**src/rtl/jsu_pkg.sv**
```systemverilog
package jsu_pkg;

  typedef enum logic [1:0] {
    MODE_NORMAL = 2'd0,
    MODE_ESCAPE = 2'd1,
    MODE_HEX    = 2'd2
  } mode_t;

  typedef struct packed {
    logic [15:0] ch;
    logic        fin;
    logic        bad;
  } res_t;

  localparam logic [15:0] CH_BSLASH = 16'h005C;
  localparam logic [15:0] CH_U      = 16'h0075;
  localparam logic [15:0] CH_0      = 16'h0030;
  localparam logic [15:0] CH_9      = 16'h0039;
  localparam logic [15:0] CH_UA     = 16'h0041;
  localparam logic [15:0] CH_UF     = 16'h0046;
  localparam logic [15:0] CH_LA     = 16'h0061;
  localparam logic [15:0] CH_LF     = 16'h0066;
  localparam logic [15:0] CH_B      = 16'h0062;
  localparam logic [15:0] CH_T      = 16'h0074;
  localparam logic [15:0] CH_N      = 16'h006E;
  localparam logic [15:0] CH_F      = 16'h0066;
  localparam logic [15:0] CH_R      = 16'h0072;
  localparam logic [15:0] CH_DQUOTE = 16'h0022;
  localparam logic [15:0] CH_SQUOTE = 16'h0027;
  localparam logic [15:0] CH_BS     = 16'h0008;
  localparam logic [15:0] CH_TAB    = 16'h0009;
  localparam logic [15:0] CH_LF_C   = 16'h000A;
  localparam logic [15:0] CH_FF     = 16'h000C;
  localparam logic [15:0] CH_CR     = 16'h000D;
  localparam logic [2:0]  HEX_LEN   = 3'd4;

  // Hex digit value; anything else passes through raw.
  function automatic logic [15:0] digit_value(input logic [15:0] c);
    logic [15:0] v;
    if (c >= CH_0 && c <= CH_9) begin
      v = c - CH_0;
    end else if (c >= CH_UA && c <= CH_UF) begin
      v = c - (CH_UA - 16'd10);
    end else if (c >= CH_LA && c <= CH_LF) begin
      v = c - (CH_LA - 16'd10);
    end else begin
      v = c;
    end
    return v;
  endfunction

  // Escape letter to character, 0 when not a simple escape.
  function automatic logic [15:0] escape_of(input logic [15:0] c);
    logic [15:0] e;
    case (c)
      CH_B:      e = CH_BS;
      CH_T:      e = CH_TAB;
      CH_N:      e = CH_LF_C;
      CH_F:      e = CH_FF;
      CH_R:      e = CH_CR;
      CH_DQUOTE: e = CH_DQUOTE;
      CH_SQUOTE: e = CH_SQUOTE;
      default:   e = 16'd0;
    endcase
    return e;
  endfunction

endpackage

```
**src/rtl/json_string_unescape.sv**
```systemverilog
// Streaming unescaper for the body of a quoted string, one 16-bit code unit per
// word. Simple escapes (\b \t \n \f \r \" \') and \u plus four digits are
// folded into single code units; a backslash before any other unit is passed
// through and that unit is handled as usual. The block takes one word per
// cycle while no stall or pending result holds it: a word lands in an input
// register, is decoded by short logic against the escape state, and its result
// goes to the output register. A stalled output holds the decode, so once the
// input register is full, in_ready drops until the output word is taken. The one
// case with two results (unknown escape followed by a plain unit) parks the
// second result in a pending register, which is sent before any new word is
// decoded. A string that ends inside \u gives a single result with char_out 0,
// final_res 1, malformed 1; the consumer should drop the whole string.
module json_string_unescape (
  input  logic        clk,
  input  logic        rst_n,
  input  logic        in_valid,
  output logic        in_ready,
  input  logic [15:0] in_char_in,
  input  logic        in_end_of_string,
  output logic        out_valid,
  input  logic        out_ready,
  output logic [15:0] out_char_out,
  output logic        out_final_res,
  output logic        out_malformed
);
  import jsu_pkg::*;

  // input register
  logic        in_vld_r;
  logic [15:0] in_c_r;
  logic        in_fin_r;

  // escape state
  mode_t       mode_r, mode_nxt;
  logic [2:0]  cnt_r, cnt_nxt;
  logic [15:0] acc_r, acc_nxt;

  // output and pending result
  logic        out_vld_r;
  res_t        out_r;
  logic        pend_vld_r;
  res_t        pend_r;

  // decode results
  res_t        r0, r1;
  logic [1:0]  n_res;
  logic        slot_free;
  logic        consume;
  logic [15:0] esc;
  logic [15:0] acc_sh;
  logic [2:0]  cnt_inc;

  assign slot_free = !out_vld_r || out_ready;
  assign consume   = in_vld_r && !pend_vld_r && slot_free;
  assign in_ready  = !in_vld_r || consume;

  assign esc     = escape_of(in_c_r);
  assign acc_sh  = {acc_r[11:0], 4'b0000} | digit_value(in_c_r);
  assign cnt_inc = cnt_r + 3'd1;

  always_comb begin
    mode_nxt = mode_r;
    cnt_nxt  = cnt_r;
    acc_nxt  = acc_r;
    r0       = '0;
    r1       = '0;
    n_res    = 2'd0;
    case (mode_r)
      MODE_ESCAPE: begin
        mode_nxt = MODE_NORMAL;
        if (in_c_r == CH_U) begin
          mode_nxt = MODE_HEX;
          cnt_nxt  = 3'd0;
          acc_nxt  = 16'd0;
          if (in_fin_r) begin
            r0    = '{ch: 16'd0, fin: 1'b1, bad: 1'b1};
            n_res = 2'd1;
          end
        end else if (esc != 16'd0) begin
          r0    = '{ch: esc, fin: in_fin_r, bad: 1'b0};
          n_res = 2'd1;
        end else begin
          // unknown escape: backslash out, then the unit as a normal one
          r0 = '{ch: CH_BSLASH, fin: 1'b0, bad: 1'b0};
          if (in_c_r == CH_BSLASH && !in_fin_r) begin
            mode_nxt = MODE_ESCAPE;
            n_res    = 2'd1;
          end else begin
            r1    = '{ch: in_c_r, fin: in_fin_r, bad: 1'b0};
            n_res = 2'd2;
          end
        end
      end
      MODE_HEX: begin
        acc_nxt = acc_sh;
        cnt_nxt = cnt_inc;
        if (cnt_inc >= HEX_LEN) begin
          r0       = '{ch: acc_sh, fin: in_fin_r, bad: 1'b0};
          n_res    = 2'd1;
          mode_nxt = MODE_NORMAL;
          cnt_nxt  = 3'd0;
          acc_nxt  = 16'd0;
        end else if (in_fin_r) begin
          r0    = '{ch: 16'd0, fin: 1'b1, bad: 1'b1};
          n_res = 2'd1;
        end
      end
      default: begin
        mode_nxt = MODE_NORMAL;
        if (in_c_r == CH_BSLASH && !in_fin_r) begin
          mode_nxt = MODE_ESCAPE;
        end else begin
          r0    = '{ch: in_c_r, fin: in_fin_r, bad: 1'b0};
          n_res = 2'd1;
        end
      end
    endcase
    if (in_fin_r) begin
      mode_nxt = MODE_NORMAL;
      cnt_nxt  = 3'd0;
      acc_nxt  = 16'd0;
    end
  end

  // input register
  always_ff @(posedge clk) begin
    if (!rst_n) begin
      in_vld_r <= 1'b0;
    end else if (in_ready) begin
      in_vld_r <= in_valid;
    end
    if (in_ready && in_valid) begin
      in_c_r   <= in_char_in;
      in_fin_r <= in_end_of_string;
    end
  end

  // escape state advances when a word is decoded
  always_ff @(posedge clk) begin
    if (!rst_n) begin
      mode_r <= MODE_NORMAL;
      cnt_r  <= 3'd0;
      acc_r  <= 16'd0;
    end else if (consume) begin
      mode_r <= mode_nxt;
      cnt_r  <= cnt_nxt;
      acc_r  <= acc_nxt;
    end
  end

  // output register; pending result goes first
  always_ff @(posedge clk) begin
    if (!rst_n) begin
      out_vld_r  <= 1'b0;
      pend_vld_r <= 1'b0;
    end else if (pend_vld_r && slot_free) begin
      out_vld_r  <= 1'b1;
      pend_vld_r <= 1'b0;
    end else if (consume && n_res != 2'd0) begin
      out_vld_r  <= 1'b1;
      pend_vld_r <= (n_res == 2'd2);
    end else if (out_ready) begin
      out_vld_r <= 1'b0;
    end
  end

  always_ff @(posedge clk) begin
    if (pend_vld_r && slot_free) begin
      out_r <= pend_r;
    end else if (consume && n_res != 2'd0) begin
      out_r <= r0;
      pend_r <= r1;
    end
  end

  assign out_valid     = out_vld_r;
  assign out_char_out  = out_r.ch;
  assign out_final_res = out_r.fin;
  assign out_malformed = out_r.bad;

  // a pending result only exists behind a held output word
  a_pend_behind_out: assert property (@(posedge clk) disable iff (!rst_n)
    pend_vld_r |-> out_vld_r)
    else $error("pending result without output word");

  // the second result is never an error report
  a_pend_not_bad: assert property (@(posedge clk) disable iff (!rst_n)
    pend_vld_r |-> !pend_r.bad)
    else $error("pending result flagged malformed");

  // an error report always closes the string
  a_bad_is_final: assert property (@(posedge clk) disable iff (!rst_n)
    out_vld_r && out_r.bad |-> out_r.fin && out_r.ch == 16'd0)
    else $error("malformed result not final or nonzero");

  // escape state is clean after the last word of a string
  a_fin_clears: assert property (@(posedge clk) disable iff (!rst_n)
    consume && in_fin_r |=> mode_r == MODE_NORMAL && cnt_r == 3'd0 && acc_r == 16'd0)
    else $error("escape state not cleared at end of string");

endmodule

```
**config.mk**
```make
export PLATFORM = sky130hd
export DESIGN_NAME = json_string_unescape
export DESIGN_NICKNAME = d
export VERILOG_FILES = /design/src/rtl/jsu_pkg.sv /design/src/rtl/json_string_unescape.sv
export SDC_FILE = /design/constraint.sdc
export NUM_CORES = 1
export LEC_CHECK = 0
export BUFFER_PORTS_ARGS = -buffer_cell sky130_fd_sc_hd__buf_2
export CORE_MARGIN = 2
export CORE_UTILIZATION = 60
export CTS_CLUSTER_SIZE = 12
export DETAILED_ROUTE_END_ITERATION = 12
export GPL_TIMING_DRIVEN = 0
export PLACE_DENSITY_LB_ADDON = 0.2
export SYNTH_ARGS = -nofsm -noshare
export SYNTH_HDL_FRONTEND = slang
export SYNTH_SLANG_ARGS = --single-unit
```
**constraint.sdc**
```tcl
create_clock -name clk -period 5.1 [get_ports clk]
set_input_delay 0.51 -clock clk [delete_from_list [all_inputs] [get_ports clk]]
set_output_delay 0.51 -clock clk [all_outputs]
set_load 0.05 [all_outputs]
```
==> reports/metrics.cfg <==
[drt]
via_per_inst=6.58
first_pass_iters=5
detailroute.via_count=3387
routed_wirelength_um=10200
remaining_drc_errors=0
ant_nets=0
drtIter0Drc=413
wire_per_inst_um=19.9

[power]
worst_ir_drop_vdd_v=0.000208
fin_total_pwr_mw=1.26
pwrdens_nw_per_um2=281
p_leak_nw=1.75

[worst_setup_path]
timing.setup.critical_path_class=flop to flop
crit_path_max_fanout=18
critical_path.endpoint_type=flop
worst-endpoint-arrival_ns=3.44
r2r.worst_path.cells=9
cp_data_required_time_ns=5.08
worst_setup_path_start_kind=flop

[timing]
final.period_utilization_pct=67.8
final_period_demand_of_the_worst_path_ns=3.46
finalClockSkew_ns=0.0132
finalHoldWorstSlack_ns=0.323
slew-limit-headroom_pct=35.4
fmax_ghz=0.289
final_hold_viol_count=0
setup_viol_count_final=0
unrepaired_setup_endpoints_after_global_routing=no
slew_violations=0
fin_setup_tns_ns=0
worstMarginPinSlew_ns=0.966

[finish]
layout.nets=465
instances_no_fill=515
layout-drive-gt1-share_pct=20.5
num_antenna_cells=0
area.growth.synth_to_final_pct=13.1
fill_cells=466

[synth]
synthesis.area_per_instance_um2=10.4
synth-async-reset-ratio_pct=0
netlist.top_cell.by_area=edfxtp_1
ys_ff_latch=72
synth_top_area_share_pct=39.5
ys_seq_area_share_pct=49.6
synth.cells.most_frequent=edfxtp_1, nand2_1, a21oi_1
most_used_standard_cell_by_instance_count_after_synthesis=edfxtp_1
post_synth_main_area_contributors=edfxtp_1, dfxtp_1, ha_1
postSynth.topFlopCell=edfxtp_1
synth-edff-count=52
number_of_distinct_library_cell_variants_in_the_gate_level_netlist_after_synthesis=64
syn-num-nets=414
yosys_warnings=0
post_synth_inst_count=382
synthesis.area_um2=3960

[flow_run]
maxCapViolCount=0

[min_path]
worst_hold_check_path_type=input port to flop
hold_path_depth=1

[clock_tree]
postCtsSetupRepairBufs=0
cts_buffers=9
postCtsResizedCells=0
clock_sink_count=72
cts_root_buffer=clkbuf_8
tritoncts=built
clock_insertion_delay_worst_skew_ns=0.36
clk_path_buf_depth=2
cts.htree.levels=3
worst_setup_hold_path_clk_slew_ns=0.09
holdBufCountCts=0

[global_routing]
first_global_vias=3222
grtUsageTotal_pct=29.5
grt_pass1_wl_um=16200
maximum_number_of_pins_on_one_net_before_global_route_repair=19
initial_antenna_violation_count=0
grt_overflow=0

[die]
initial_utilization_pct=62.3
ios=41
die-area_um2=7260
core_footprint_um2=6350
die_h_um=85.2
fp.dieW_um=85.2
rows=29

[place]
place_congestion=0.920
io_buffer_count=40
detailedPlacementHpwl_um=7420
post-place-cells=499

[outcome]
outcome=finished clean

-- per-stage QoR --
stage / area, um2 / utilization, % / setup WS, ns
after detailed placement: 4270 / 67.3 / 1.76
final: 4480 / 70.5 / 1.64
after global routing: 4480 / 70.5 / 1.44
after floorplan: 3960 / - / 1.68
after CTS: 4480 / 70.5 / 1.73
after global placement: 4250 / 67.0 / 0.661
-- final timing paths --
check                         from                   endpoint  slack [ns]
min reg2reg  acc_r[2]$_SDFFE_PN0P_      acc_r[2]$_SDFFE_PN0P_        0.44
max            in_c_r[4]$_DFFE_PP_  out_char_out[5]$_DFFE_PP_        1.64
max reg2reg    in_c_r[4]$_DFFE_PP_  out_char_out[5]$_DFFE_PP_        1.64
min                 in_char_in[10]       in_c_r[10]$_DFFE_PP_        0.32
-- placed cells by master, fill, tap and decap left out, types with 11 or more instances in the layout --
| master | instances |
|---|---|
| nand4_1 | 11 |
| nor2_1 | 21 |
| and3_1 | 18 |
| edfxtp_1 | 52 |
| o21ai_1 | 18 |
| buf_2 | 46 |
| nor3_1 | 12 |
| a22oi_1 | 14 |
| dfxtp_1 | 20 |
| nand3_1 | 15 |
| o21ai_0 | 15 |
| inv_1 | 11 |
| ha_1 | 11 |
| and2_1 | 15 |
| nand2_1 | 26 |
| a21oi_1 | 23 |
-- cells by family (layout without fill, tap and decap cells) --
kind of cell | after synthesis | count (layout) | share of synthesized area [%]
multiplexers | 1 | 1 | 0.253
AO/OA/AOI/OAI | 109 | 109 | 18.6
buffers and inverters | 29 | 85 | 3.70
flip-flops | 72 | 72 | 49.6
XOR/XNOR | 2 | 2 | 0.443
adder cells (fa/ha/maj) | 11 | 11 | 3.48
AND/OR/NAND/NOR | 158 | 158 | 23.9
-- power breakdown --
part,internal (mW),leakage (nW),switching (mW)
logic,0.0366,0.978,0.0864
clock network,0.232,0.106,0.238
registers,0.650,0.661,0.0153
-- critical path, cell delays in order (launching register included) --
cell and delay [ns]:
edfxtp_1 0.58, inv_1 0.24, ha_1 0.34, nor3b_1 0.17
o21ai_1 0.10, nand3_1 0.15, o31ai_2 0.58, clkbuf_1 0.41
nand3_1 0.22, o311ai_4 0.29
-- layer usage --
metal	up-vias	GRT usage [%]	part of all wire, %
met5	-	0	0
met4	0	9.52	2.4
li1	1563	-	-
met3	23	6.52	8.2
met2	175	45.0	47
met1	1626	42.3	43
-- state kept, by name, indices dropped and copies added (netlist names), 2 cells and up --
signal	cells
pend_r	17
in_c_r	16
out_char_out	16
acc_r	12
cnt_r	3
mode_r	2
-- area by class of cell --
cell class / instances / area (um2) / area share [%]
plain buffers: 17 / 101 / 2.26
clock buffers: 9 / 124 / 2.77
clock inverters: 7 / 77.6 / 1.73
inverters: 12 / 45.0 / 1.01
multi-input cells: 281 / 1870 / 41.8
flip-flops and latches: 72 / 1960 / 43.8
well taps: 77 / 96.3 / 2.15
repair buffers: 40 / 200 / 4.47
(Power assumes the default switching activity.)
